[src/rtl/cghk_pkg.sv]
// ----------------------------------------------------------------------------
// cghk_pkg
// Shared constants, types and CORDIC angle table for the half kick pipeline.
// ----------------------------------------------------------------------------
`timescale 1ns / 1ps

package cghk_pkg;

  localparam int unsigned AtanEntries       = 24;
  localparam int unsigned CordicIterDefault = 16;
  localparam int unsigned ValW              = 32;
  localparam int unsigned AzimuthW          = 16;
  localparam int unsigned AngleW            = 32;
  localparam int unsigned XyW               = 34;
  localparam int unsigned RegIdxW           = 2;

  // 0.6072529350 in Q4.30
  localparam logic signed [XyW-1:0] CordicGain = 34'sd652032874;

  // atan(2^-i) as a fraction of a full turn, scaled by 2^32
  localparam logic [AngleW-1:0] AtanTurn [AtanEntries] = '{
    32'h20000000, 32'h12E4051E, 32'h09FB385B, 32'h051111D4, 32'h028B0D43, 32'h0145D7E1,
    32'h00A2F61E, 32'h00517C55, 32'h0028BE53, 32'h00145F2F, 32'h000A2F98, 32'h000517CC,
    32'h00028BE6, 32'h000145F3, 32'h0000A2FA, 32'h0000517D, 32'h000028BE, 32'h0000145F,
    32'h00000A30, 32'h00000518, 32'h0000028C, 32'h00000146, 32'h000000A3, 32'h00000051
  };

  typedef enum logic [RegIdxW-1:0] {
    REG_GRAVITY_X = 2'd0,
    REG_GRAVITY_Y = 2'd1,
    REG_GRAVITY_Z = 2'd2,
    REG_TIME_STEP = 2'd3
  } cghk_reg_e;

  typedef enum logic [1:0] {
    QUAD_0   = 2'd0,
    QUAD_90  = 2'd1,
    QUAD_180 = 2'd2,
    QUAD_270 = 2'd3
  } cghk_quad_e;

  typedef struct packed {
    logic signed [ValW-1:0] gravity_x;
    logic signed [ValW-1:0] gravity_y;
    logic signed [ValW-1:0] gravity_z;
    logic [ValW-1:0]        time_step;
  } cghk_cfg_t;

  typedef struct packed {
    logic signed [ValW-1:0] vel_radial;
    logic signed [ValW-1:0] vel_vertical;
    logic signed [ValW-1:0] vel_azimuthal;
    logic                   batch_end;
  } cghk_carry_t;

  typedef struct packed {
    logic signed [XyW-1:0]    x;
    logic signed [XyW-1:0]    y;
    logic signed [AngleW-1:0] z;
    cghk_quad_e               quad;
  } cghk_rot_t;

  typedef struct packed {
    logic signed [ValW-1:0] new_radial;
    logic signed [ValW-1:0] new_vertical;
    logic signed [ValW-1:0] new_azimuthal;
    logic                   saturated;
    logic                   batch_last;
  } cghk_result_t;

endpackage

[src/rtl/cghk_cordic_cell.sv]
// ----------------------------------------------------------------------------
// cghk_cordic_cell
// One registered CORDIC rotation step; carries the particle payload along.
// ----------------------------------------------------------------------------
`timescale 1ns / 1ps

module cghk_cordic_cell #(
  parameter int unsigned Shift = 0
) (
  input  logic                 clk_i,
  input  logic                 rst_ni,
  input  logic                 valid_i,
  output logic                 ready_o,
  input  cghk_pkg::cghk_rot_t   rot_i,
  input  cghk_pkg::cghk_carry_t carry_i,
  output logic                 valid_o,
  input  logic                 ready_i,
  output cghk_pkg::cghk_rot_t   rot_o,
  output cghk_pkg::cghk_carry_t carry_o
);
  import cghk_pkg::*;

  localparam logic signed [AngleW-1:0] Atan = signed'(AtanTurn[Shift]);

  logic        valid_q;
  cghk_rot_t   rot_d, rot_q;
  cghk_carry_t carry_q;
  logic signed [XyW-1:0] dx, dy;

  assign ready_o = !valid_q || ready_i;

  always_comb begin
    dx    = rot_i.y >>> Shift;
    dy    = rot_i.x >>> Shift;
    rot_d = rot_i;
    // rotate toward zero residual angle
    if (!rot_i.z[AngleW-1]) begin
      rot_d.x = rot_i.x - dx;
      rot_d.y = rot_i.y + dy;
      rot_d.z = rot_i.z - Atan;
    end else begin
      rot_d.x = rot_i.x + dx;
      rot_d.y = rot_i.y - dy;
      rot_d.z = rot_i.z + Atan;
    end
  end

  always_ff @(posedge clk_i or negedge rst_ni) begin
    if (!rst_ni) begin
      valid_q <= 1'b0;
    end else if (ready_o) begin
      valid_q <= valid_i;
    end
  end

  always_ff @(posedge clk_i) begin
    if (ready_o) begin
      rot_q   <= rot_d;
      carry_q <= carry_i;
    end
  end

  assign valid_o = valid_q;
  assign rot_o   = rot_q;
  assign carry_o = carry_q;

endmodule

[config.mk]
export PLATFORM = sky130hd
export DESIGN_NAME = cghk_cordic_cell
export DESIGN_NICKNAME = d
export VERILOG_FILES = /design/src/rtl/cghk_pkg.sv /design/src/rtl/cghk_cordic_cell.sv
export SDC_FILE = /design/constraint.sdc
export NUM_CORES = 1
export LEC_CHECK = 0
export BUFFER_PORTS_ARGS = -buffer_cell sky130_fd_sc_hd__buf_2
export CORE_MARGIN = 2
export CORE_UTILIZATION = 52
export DETAILED_ROUTE_END_ITERATION = 12
export PLACE_DENSITY = 0.82
export SYNTH_ARGS = -nofsm -noshare
export SYNTH_HDL_FRONTEND = slang
export SYNTH_SLANG_ARGS = --single-unit
[constraint.sdc]
create_clock -name clk_i -period 6.5 [get_ports clk_i]
set_clock_uncertainty 0.15 [all_clocks]
set_input_delay 0.325 -clock clk_i [delete_from_list [all_inputs] [get_ports clk_i]]
set_output_delay 0.325 -clock clk_i [all_outputs]
set_load 0.01 [all_outputs]
After elaboration in Yosys (flattened, before gate mapping)
Cells that the tools add are included.
{"block": "op_classes", "addsub": 5, "n_reduce_logical": 2, "mux": 1}
{"cell": "$mux W100", "n": 1}
{"cell": "$sub A34 B34 Y34", "n": 2}
{"cell": "$add A34 B34 Y34", "n": 1}
{"cell": "$add A32 B31 Y32 const B", "n": 1}
{"cell": "$sub A32 B31 Y32 const B", "n": 1}
{"cell": "$logic_not A1 Y1", "n": 1}
{"cell": "$logic_or A1 B1 Y1", "n": 1}
{"block": "totals", "inputBits": 203, "elab_cells": 17, "reg_bits": 200, "output_inout_bits": 201}

Depth between registers and ports, before layout
{"block": "logic_depth", "ltp_word": 2, "depth_mapped": 11, "mapped_depth_nobuf": 11}

Worst setup path before layout
OpenSTA, ideal clock, no wires.
{"block": "synth_path", "path_type": "input -> register", "startpoint": "in ready_i", "endpoint": "reg carry_q, in the netlist carry_o[0] (enable)", "arrival_time_ps": 5163, "path_buffers": 0, "cell_stages": 1, "setup_time_ps": 599, "t_required_ps": 5751, "setup_slack_ps": 588, "path_cell_list": "nand2b_1"}
{"block": "synth_via", "elab_chain_len": 1}
{"item": "start: declaration", "line_no": "cghk_cordic_cell.sv:17", "text": "input logic ready_i,"}
{"item": "$logic_or A1 B1 Y1", "line_no": "cghk_cordic_cell.sv:30", "text": "assign ready_o = !valid_q || ready_i;"}
{"item": "end signal: assignment", "line_no": "cghk_cordic_cell.sv:59", "text": "carry_q <= carry_i;"}
{"item": "end: declaration", "line_no": "cghk_cordic_cell.sv:27", "text": "cghk_carry_t carry_q;"}
No other way between the ends.
A chain may end at the register's enable or synchronous reset.

==> reports/metrics.csv <==
metric,value,unit
slew_headroom,0.200,
grt_pass1_wl,66.1,mm
synthArstFlopShare,0.00503,
finalHoldViolations,0,
drc,0,
rows,55,
syn_area_per_cell,10.6,sq um
cts-root-buf,clkbuf_16,
netlist_instances,1134,
layout-drive-gt1-share,0.279,
place_ws,2.72,ns
finalCritPeriodShare,0.531,
holdCritPathClass,input pin to async pin,
gp_congestion,0.972,
rsz0062_at_grt,no,
cts-resized-gates,0,
ys_seq_area_frac,0.496,
startpoint_type,input pin,
nNetsFinal,1948,
fin_setup_tns,0,ns
worstRegToRegCells,2,
yosysWarnings,0,
insertion_delay,0.43,ns
crit_arrival,3.48,ns
setup_viol,0,
max_freq,290,MHz
synth_ff_type,edfxtp_1,
area.growth.synth_to_final,34.3,%
n_fill_cell,1667,
synth_largest_area_cell,edfxtp_1,
first_pass_iters,6,
worst_pin_slew,1.20,ns
h-tree-depth,4,
p_per_area,237,mW/mm^2
vias_per_cell,6.02,
grt_pass1_vias,11000,
cp_cell_sequence,"buf_2, inv_1, ha_1, nor2b_1, o31a_1, o21ai_1, o21ai_0, o41ai_1, a31o_2, a21oi_1, xnor2_1",
drt_wl_total,45.5,mm
die_area,0.0244,sq mm
dp_hpwl,31.9,mm
cp_max_fo,12,
cts_sinks,199,
clk_path_buf_depth,2,
slowest_stage,o41ai_1,
synth_commonest_cells,"edfxtp_1 (198), inv_1 (107), a21oi_1 (102)",
synth_seq_cells,199,
synth_top_cells_by_area,"edfxtp_1 (49%), ha_1 (10%), a21oi_1 (4.2%), xnor2_1 (3.6%), o21ai_0 (3.4%)",
max_stage_delay,0.69,ns
core_area,0.0227,sq mm
yosysTopAreaCellShare,0.494,
multi_input_area,0.00545,sq mm
ant_nets,0,
chipHeight,156,um
track_usage,0.364,
antenna_found_initial,2,
path_clk_slew,0.08,ns
endpoint_kind,flip-flop,
status,finished clean,
finalWorstSetupSlack,3.05,ns
ys_types,74,
worstPathRequired,6.53,ns
layout_min_cycle_time,3.45,ns
io_pins,404,
routedWlPerCell,23.5,um
leakagePower,7.21,nW
cts_tree,built,
die-width,156,um
ir_drop,0.162,mV
grt_max_degree,201,
path_class,input pin to flip-flop,
synthMostInstantiatedCell,edfxtp_1,
io_buffers,403,
grt-ovfl-total,0,
synth-edff-count,198,
synth_nets,1440,
initial_utilization,0.530,
slew_violations,0,
maxCapViolCount,0,
routed-via-count,11700,
synth_area,0.0120,sq mm
drtIter0Drc,1298,
regArea,0.00597,sq mm
cts_buffers,17,
[cell families after synthesis]
kind of cell	after synthesis	synth area share
mux	11	0.00915
fa+ha+maj	103	0.110
flops	199	0.496
simple gates	255	0.102
compound gates	347	0.186
buf+inv	156	0.0516
xor+xnor	63	0.0458
[area by class of cell]
cell class	count	share of cell area
inverters	108	0.0251
clock inverters	15	0.0118
well taps	285	0.0221
multi-input cells	779	0.337
clock buffers	17	0.0263
flip-flops and latches	199	0.369
diodes	1	0.000155
repair buffers	537	0.208
[state kept, by name, indices dropped and copies added (netlist names)]
signal,flops
rot_o,101
valid_o,1
carry_o,97
[placed cells by master (no fill, tap or decap), types with 19 or more instances in the layout]
master / Yosys / routed
a211oi_1: 19 / 19
a21oi_1: 102 / 102
dlygate4sd3_1: 0 / 131
o21ai_0: 82 / 82
nand2_1: 60 / 60
a21o_1: 23 / 23
buf_2: 16 / 403
xnor2_1: 49 / 49
edfxtp_1: 198 / 198
nor2_1: 79 / 79
ha_1: 99 / 99
inv_1: 107 / 107
[critical path: cells and delay by family]
family | cells | cell delay [ns]
buffers and inverters | 2 | 0.17
xor gates and xnor gates | 1 | 0.15
and+or+nand+nor | 1 | 0.23
AOI/OAI and AO/OA | 6 | 2.13
adders and majority gates | 1 | 0.46
[final timing paths]
check	to	slack, ns	from
min in group clk_i	rot_o[32]$_DFFE_PP_	0.08	rot_i[32]
hold reg to reg	carry_o[13]$_DFFE_PP_	0.87	valid_o$_DFFE_PN0P_
setup reg to reg	carry_o[16]$_DFFE_PP_	4.54	valid_o$_DFFE_PN0P_
setup / recovery	rot_o[96]$_DFFE_PP_	3.05	rot_i[36]
hold / removal	valid_o$_DFFE_PN0P_	0.06	rst_ni
max in group asynchronous	valid_o$_DFFE_PN0P_	6.05	rst_ni
[metal layers]
layer,GRT usage,up-vias,routed length [um]
met4,0.190,0,2640
met5,0,-,0
li1,-,5156,-
met3,0.0864,146,4440
met2,0.565,767,20700
met1,0.477,5608,17800
[per-stage QoR]
step           hold slack (ns)  std cells  area (sq um)  power (mW)  utilization
6_report                0.0592       1941         16200        3.83        0.712
5_1_grt                 0.0430       1941         16200        3.96        0.712
4_1_cts                0.00422       1938         16100        3.78        0.711
3_5_place_dp           -0.0426       1777         14200        2.63        0.627
3_3_place_gp           -0.0491       1777         14200        2.61        0.627
2_1_floorplan           -0.121       1134         12000        2.24            -
[power breakdown]
| part | switching (mW) | internal, mW | leakage [nW] | total (mW) |
|---|---|---|---|---|
| logic | 0.655 | 0.411 | 4.91 | 1.07 |
| clock network | 0.581 | 0.532 | 0.298 | 1.11 |
| registers | 0.0532 | 1.60 | 2.00 | 1.65 |
| total | 1.29 | 2.54 | 7.21 | 3.83 |
[timing repair]
action                                  4_1_cts  5_1_grt
endpoints found under the hold margin       129        2
hold buffers                                129        2
buffers inserted                              0        0
endpoints found under the setup margin        0        0
(Power assumes the default switching activity.)
